### src/hdl/uss_pkg.sv
// ----------------------------------------------------------------------------
// uss_pkg - shared types and constants for the URL span scanner
// Byte class flags, result record and sizing defaults.
// ----------------------------------------------------------------------------
package uss_pkg;

    localparam int MAX_LINE_BYTES_DEF = 4096;
    localparam int OUT_W              = 13;   // width of the offset result fields

    // class of one text byte, C locale
    typedef struct packed {
        logic is_letter;
        logic is_url;
        logic is_colon;
        logic is_slash;
    } t_byte_class;

    // one result record from the scan core
    typedef struct packed {
        logic             emit;
        logic [OUT_W-1:0] url_start;
        logic [OUT_W-1:0] url_stop;
        logic             offset_saturated;
    } t_result;

endpackage

### src/hdl/url_span_scanner_top.sv
// ----------------------------------------------------------------------------
// url_span_scanner_top - URL span scanner, one byte per cycle unless stalled
// Finds scheme://... URLs in a byte stream and reports their offsets.
// ----------------------------------------------------------------------------
// Feed one line a byte per request, with i_line_end on its last byte; the
// scanner then forgets everything and the next byte is offset 0 of a new
// line. A URL is a run of ASCII letters directly before "://" followed by
// at least one URL byte; it ends at the first non-URL byte or at the line
// end. One result request goes out per URL, when it closes, carrying the
// offset of the first scheme letter and the offset just past the last URL
// byte. Offsets stick at MAX_LINE_BYTES on long lines and
// o_offset_saturated flags it; the result fields are 13 bits wide, so a
// MAX_LINE_BYTES above 8191 wraps there. Rate: one byte per cycle while
// the receiver does not stall the result. The pace is set by the update
// of the scan state, which sits between the input register and the
// result register. A pending result that the receiver stalls only holds
// up the input once the input register is full.
// ----------------------------------------------------------------------------
module url_span_scanner_top #(
    parameter int MAX_LINE_BYTES = uss_pkg::MAX_LINE_BYTES_DEF
) (
    input  logic                      i_clk,
    input  logic                      i_rst_n,
    // byte requests
    input  logic                      i_in_valid,
    output logic                      o_in_stall,
    input  logic [7:0]                i_text_byte,
    input  logic                      i_line_end,
    // result requests
    output logic                      o_out_valid,
    input  logic                      i_out_stall,
    output logic [uss_pkg::OUT_W-1:0] o_url_start,
    output logic [uss_pkg::OUT_W-1:0] o_url_stop,
    output logic                      o_offset_saturated
);
    import uss_pkg::*;

    // input register
    logic       r_in_valid, n_in_valid;
    logic [7:0] r_text_byte;
    logic       r_line_end;

    // result register
    logic             r_out_valid, n_out_valid;
    logic [OUT_W-1:0] r_url_start;
    logic [OUT_W-1:0] r_url_stop;
    logic             r_saturated;

    logic        load;      // request taken into the input register
    logic        advance;   // held byte goes through the scan core
    t_byte_class byte_class;
    t_result     result;

    // the held byte moves on whenever the result slot is free or draining
    assign advance    = r_in_valid && (!r_out_valid || !i_out_stall);
    assign o_in_stall = r_in_valid && !advance;
    assign load       = i_in_valid && !o_in_stall;

    always_comb begin
        n_in_valid = r_in_valid;
        if (load) begin
            n_in_valid = 1'b1;
        end else if (advance) begin
            n_in_valid = 1'b0;
        end

        n_out_valid = r_out_valid;
        if (advance && result.emit) begin
            n_out_valid = 1'b1;
        end else if (!i_out_stall) begin
            n_out_valid = 1'b0;
        end
    end

    uss_byte_class u_class (
        .i_text_byte (r_text_byte),
        .o_class     (byte_class)
    );

    uss_scan_core #(
        .MaxLineBytes (MAX_LINE_BYTES)
    ) u_core (
        .i_clk      (i_clk),
        .i_rst_n    (i_rst_n),
        .i_en       (advance),
        .i_line_end (r_line_end),
        .i_class    (byte_class),
        .o_result   (result)
    );

    always_ff @(posedge i_clk) begin
        if (!i_rst_n) begin
            r_in_valid  <= 1'b0;
            r_out_valid <= 1'b0;
        end else begin
            r_in_valid  <= n_in_valid;
            r_out_valid <= n_out_valid;
        end
        if (load) begin
            r_text_byte <= i_text_byte;
            r_line_end  <= i_line_end;
        end
        if (advance && result.emit) begin
            r_url_start <= result.url_start;
            r_url_stop  <= result.url_stop;
            r_saturated <= result.offset_saturated;
        end
    end

    assign o_out_valid        = r_out_valid;
    assign o_url_start        = r_url_start;
    assign o_url_stop         = r_url_stop;
    assign o_offset_saturated = r_saturated;

endmodule

### src/hdl/uss_byte_class.sv
// ----------------------------------------------------------------------------
// uss_byte_class - text byte classifier
// Flags letters, URL bytes, ':' and '/' for the scan core.
// ----------------------------------------------------------------------------
module uss_byte_class (
    input  logic [7:0]           i_text_byte,
    output uss_pkg::t_byte_class o_class
);
    import uss_pkg::*;

    logic letter;
    logic digit;
    logic punct;

    always_comb begin
        letter = (i_text_byte inside {[8'h41:8'h5A], [8'h61:8'h7A]});
        digit  = (i_text_byte inside {[8'h30:8'h39]});
        // ~ ; / ? : @ = & $ - _ . + ! * ( ) , ' and the quote bytes E2 80 99
        punct  = (i_text_byte inside {8'h7E, 8'h3B, 8'h2F, 8'h3F, 8'h3A, 8'h40,
                                      8'h3D, 8'h26, 8'h24, 8'h2D, 8'h5F, 8'h2E,
                                      8'h2B, 8'h21, 8'h2A, 8'h28, 8'h29, 8'h2C,
                                      8'h27, 8'hE2, 8'h80, 8'h99});
        o_class.is_letter = letter;
        o_class.is_url    = letter | digit | punct;
        o_class.is_colon  = (i_text_byte == 8'h3A);
        o_class.is_slash  = (i_text_byte == 8'h2F);
    end

endmodule

### src/hdl/uss_scan_core.sv
// ----------------------------------------------------------------------------
// uss_scan_core - running scan state and URL span decision
// Updates the per-line state for one byte and builds the result record.
// ----------------------------------------------------------------------------
module uss_scan_core #(
    parameter int MaxLineBytes = uss_pkg::MAX_LINE_BYTES_DEF
) (
    input  logic                 i_clk,
    input  logic                 i_rst_n,
    input  logic                 i_en,
    input  logic                 i_line_end,
    input  uss_pkg::t_byte_class i_class,
    output uss_pkg::t_result     o_result
);
    import uss_pkg::*;

    localparam int OffW = $clog2(MaxLineBytes + 1);
    localparam logic [OffW-1:0] MaxOff = OffW'(MaxLineBytes);

    typedef enum logic [1:0] {
        SEP_NONE,
        SEP_COLON,
        SEP_SLASH
    } t_sep_phase;

    logic [OffW-1:0] r_byte_offset,    n_byte_offset;
    logic [OffW-1:0] r_run_start,      n_run_start;
    logic            r_run_active,     n_run_active;
    t_sep_phase      r_sep_phase,      n_sep_phase;
    logic [OffW-1:0] r_cand_start,     n_cand_start;
    logic            r_cand_valid,     n_cand_valid;
    logic            r_url_open,       n_url_open;
    logic [OffW-1:0] r_open_start,     n_open_start;
    logic            r_overflow,       n_overflow;

    logic [OffW-1:0] pos_next;
    logic            at_max;

    always_comb begin
        at_max   = (r_byte_offset >= MaxOff);
        pos_next = at_max ? MaxOff : r_byte_offset + 1'b1;

        n_byte_offset = pos_next;
        n_run_start   = r_run_start;
        n_run_active  = r_run_active;
        n_sep_phase   = r_sep_phase;
        n_cand_start  = r_cand_start;
        n_cand_valid  = 1'b0;        // a pending separator is checked by this byte
        n_url_open    = r_url_open;
        n_open_start  = r_open_start;
        n_overflow    = r_overflow | at_max;

        o_result.emit             = 1'b0;
        o_result.url_start        = OUT_W'(n_open_start);
        o_result.url_stop         = OUT_W'(r_byte_offset);
        o_result.offset_saturated = n_overflow;

        if (r_cand_valid && i_class.is_url) begin
            n_url_open   = 1'b1;
            n_open_start = r_cand_start;
        end
        o_result.url_start = OUT_W'(n_open_start);

        if (n_url_open) begin
            if (!i_class.is_url) begin
                o_result.emit = 1'b1;
                n_url_open    = 1'b0;
                n_run_active  = 1'b0;
                n_sep_phase   = SEP_NONE;
            end else if (i_line_end) begin
                o_result.emit     = 1'b1;
                o_result.url_stop = OUT_W'(pos_next);
            end
        end else begin
            if (i_class.is_colon) begin
                n_sep_phase = r_run_active ? SEP_COLON : SEP_NONE;
            end else if (i_class.is_slash && r_sep_phase == SEP_COLON) begin
                n_sep_phase = SEP_SLASH;
            end else if (i_class.is_slash && r_sep_phase == SEP_SLASH) begin
                n_sep_phase  = SEP_NONE;
                n_cand_valid = 1'b1;
                n_cand_start = r_run_start;
            end else begin
                n_sep_phase = SEP_NONE;
            end
            if (i_class.is_letter) begin
                if (!r_run_active) begin
                    n_run_start = r_byte_offset;
                end
                n_run_active = 1'b1;
            end else begin
                n_run_active = 1'b0;
            end
        end

        // end of line: back to a clean state
        if (i_line_end) begin
            n_byte_offset = '0;
            n_run_start   = '0;
            n_run_active  = 1'b0;
            n_sep_phase   = SEP_NONE;
            n_cand_start  = '0;
            n_cand_valid  = 1'b0;
            n_url_open    = 1'b0;
            n_open_start  = '0;
            n_overflow    = 1'b0;
        end
    end

    always_ff @(posedge i_clk) begin
        if (!i_rst_n) begin
            r_byte_offset <= '0;
            r_run_start   <= '0;
            r_run_active  <= 1'b0;
            r_sep_phase   <= SEP_NONE;
            r_cand_start  <= '0;
            r_cand_valid  <= 1'b0;
            r_url_open    <= 1'b0;
            r_open_start  <= '0;
            r_overflow    <= 1'b0;
        end else if (i_en) begin
            r_byte_offset <= n_byte_offset;
            r_run_start   <= n_run_start;
            r_run_active  <= n_run_active;
            r_sep_phase   <= n_sep_phase;
            r_cand_start  <= n_cand_start;
            r_cand_valid  <= n_cand_valid;
            r_url_open    <= n_url_open;
            r_open_start  <= n_open_start;
            r_overflow    <= n_overflow;
        end
    end

endmodule

### config.mk
export PLATFORM = sky130hd
export DESIGN_NAME = url_span_scanner_top
export DESIGN_NICKNAME = d
export VERILOG_FILES = /design/src/hdl/uss_pkg.sv /design/src/hdl/url_span_scanner_top.sv /design/src/hdl/uss_byte_class.sv /design/src/hdl/uss_scan_core.sv
export SDC_FILE = /design/constraint.sdc
export NUM_CORES = 1
export LEC_CHECK = 0
export ABC_AREA = 1
export BUFFER_PORTS_ARGS = -buffer_cell sky130_fd_sc_hd__buf_2
export CELL_PAD_IN_SITES_DETAIL_PLACEMENT = 1
export CELL_PAD_IN_SITES_GLOBAL_PLACEMENT = 1
export CORE_MARGIN = 5
export CORE_UTILIZATION = 44
export CTS_CLUSTER_SIZE = 25
export DETAILED_ROUTE_END_ITERATION = 10
export PLACE_DENSITY = 0.83
export REMOVE_ABC_BUFFERS = 1
export SYNTH_ARGS = -nofsm -noshare
export SYNTH_HDL_FRONTEND = slang
export SYNTH_SLANG_ARGS = --single-unit
### constraint.sdc
create_clock -name i_clk -period 3.2 [get_ports i_clk]
set_input_delay 0 -clock i_clk [delete_from_list [all_inputs] [get_ports i_clk]]
set_output_delay 0 -clock i_clk [all_outputs]
set_load 0.01 [all_outputs]
==> reports/results.txt <==
status: finished, final reports clean
Power Total: 2.20 mW
r2r worst-path depth: 11
Post-Layout Inst Area: 4980 um^2
PostCTS Resize Cnt: 0
drt drc: 0
critical-path maximum fanout: 17
# port buffers: 41
DR vias: 3933
Post-Place Cells: 713
first-pass GRT wire length: 19600 um
layout cell share with drive strength beyond 1: 13.7%
post-synthesis sequential area ratio: 52.3%
synthesis-to-layout area growth: 14.2%
Yosys Warn Count: 0
Clock Tree Root: clkbuf_8
setup_tns: 0 ns
Num CTS Buffers: 9
Slew headroom: 38.9%
DRT Wirelength: 11800 um
WS Path Type: flop to flop
Max-Cap Viols: 0
# clock sinks: 96
Ports: 42
grt total ovfl: 0
Setup Skew: 0.0137 ns
met1 Use GR: 26.4%
Worst EP arrival: 2.90 ns
Die H: 110 um
GRT met3 Usage: 3.99%
Skew-Pair Late Insertion Delay: 0.37 ns
drt first pass iters: 4
setup violation total in the final timing report: 0
Synth cell types: 29
fin. max-slew vios: 0
Final Cycle Share: 88.3%
TritonCTS clock tree: done
Rows: 36
WHS Path Cells: 3
Hold WC Path Type: input pin to flop
worst-margin pin slew: 0.915 ns
Core Region: 9730 um^2
clock slew at reported path FFs: 0.09 ns
largest net degree at the start of global routing: 29
average wire per standard cell: 15.9 um
min-delay src: i_out_stall
Finished Core Util: 51.2%
vias in the first global route: 4086
Die Width: 110 um
Initial DRC Count: 152
power per cell area: 441 nW/um^2
vias per std cell: 5.31
postcts setup bufs: 0
Starting Density: 44.8%
CP Capture Type: flop
GR peak layer: met2
Final HPWL DP: 8200 um
hold buffer count at CTS: 11
Startpoint Class: flop
Fin. Hold Viols: 0
GR Util All Layers: 20.9%
total die area: 12000 um^2
initial antenna violation count: 0
Non-Filler Instances: 740
post-synthesis instance area: 4360 um^2
final period demand of the worst path: 2.83 ns
Leak: 2.02 nW
Peak Freq: 354 MHz
ANT nets after route: 0
Worst Hold Slack: 0.105 ns
final setup margin: 0.375 ns
number of synthesized register bits: 96
cell count after synthesis: 558
RSZ-0062 raised after global routing: no
met2 GRT Util: 35.5%
Longest Clk Path Bufs: 2
R2R Path Start: r_text_byte[7]$_DFFE_PP_
maximum vdd ir drop: 0.193 mV
syn avg cell area: 7.81 um^2
Critical Path Start: r_text_byte[7]$_DFFE_PP_
WP data required: 3.27 ns
pre-CTS setup slack: 0.443 ns
ANT cells: 0
fin nets: 617
placed instance area: 4680 um^2
H-tree lvl count: 3
Placer Congestion: 0.865
-- worst max-delay path, stage by stage, from the launching register on --
cell and delay (ns):
edfxtp_1 0.45, inv_1 0.15, nand2_1 0.09, nor2_1 0.28, a21boi_0 0.29, nor2_2 0.07
nand2_2 0.13, nand2_4 0.17, nand2_4 0.14, nand2_1 0.10, inv_1 0.41, buf_12 0.24
-- cell usage after synthesis --
library cell	instances	area, um^2
nor2_4	3	33.8
inv_1	35	131
dfxtp_1	60	1200
or2_2	1	6.26
a221oi_1	2	17.5
edfxtp_1	36	1080
nor3_2	1	10.0
nor2_1	49	184
a21oi_1	67	335
nor2_2	2	12.5
buf_2	7	35.0
clkbuf_1	17	63.8
nand2_2	2	12.5
nor4_1	1	6.26
nand4_1	18	113
nand2_1	186	698
nand3_1	41	205
ha_1	2	25.0
a31oi_1	1	6.26
nor3_1	5	25.0
buf_6	1	11.3
a22oi_1	1	7.51
a21boi_0	1	7.51
o21ai_1	8	40.0
clkinv_1	1	3.75
buf_4	2	15.0
nand3_4	2	35.0
nand2_4	2	22.5
inv_2	4	15.0
-- state kept, by name, indices dropped and copies added (netlist names), 2 cells and up --
name and count:
u_core.r_run_start 13, u_core.r_cand_start 13, u_core.r_open_start 13, o_url_start 13
o_url_stop 13, u_core.r_sep_phase 2, u_core.r_byte_offset 13, r_text_byte 8
-- layout by cell type (no fill, tap or decap), drive strengths merged --
cell type    Yosys  routed
nand2          190     190
a21oi           67      67
dfxtp           60      60
nor2            54      54
buf             10      49
nand3           43      43
inv             39      42
edfxtp          36      36
nand4           18      18
clkbuf          17      11
dlygate4sd3      0      11
o21ai            8       8
nor3             6       6
clkinv           1       3
a221oi           2       2
ha               2       2
a21boi           1       1
a31oi            1       1
or2              1       1
nor4             1       1
a22oi            1       1
-- cell families (layout without fill, tap and decap cells) --
group	after synthesis	count (layout)	synth area share, %
AOI/OAI and AO/OA	80	80	9.50
adders and majority gates	2	2	0.574
buffers and inverters	67	116	6.31
DFF	96	96	52.3
and+or+nand+nor	313	313	31.3
-- path summary, 6_finish.rpt --
kind,endpoint,slack [ns]
min,o_out_valid$_SDFFE_PN0P_,0.11
max,o_url_stop[9]$_DFFE_PP_,0.37
max reg2reg,o_url_stop[9]$_DFFE_PP_,0.37
min reg2reg,u_core.r_overflow$_SDFFE_PN0P_,0.47
-- power breakdown --
part           internal [mW]  switching [mW]  total (mW)
combinational         0.0413          0.0929       0.134
sequential              1.27          0.0149        1.29
clock                  0.332           0.441       0.773
total                   1.65           0.549        2.20
-- final cells by class --
type,count,area [um^2]
fill,1241,4750
sequential,96,2280
multi-input combinational,395,1810
timing repair buffer,60,388
tap,133,166
clock buffer,11,151
inverter,40,150
clock inverter,5,37.5
-- per-layer routing --
layer  vias up  part of all wire, %
met5         -                    0
met4         0                  2.1
met3        22                  3.7
met2        71                   48
met1      1918                   46
li1       1922                    -
(Power assumes the default switching activity.)
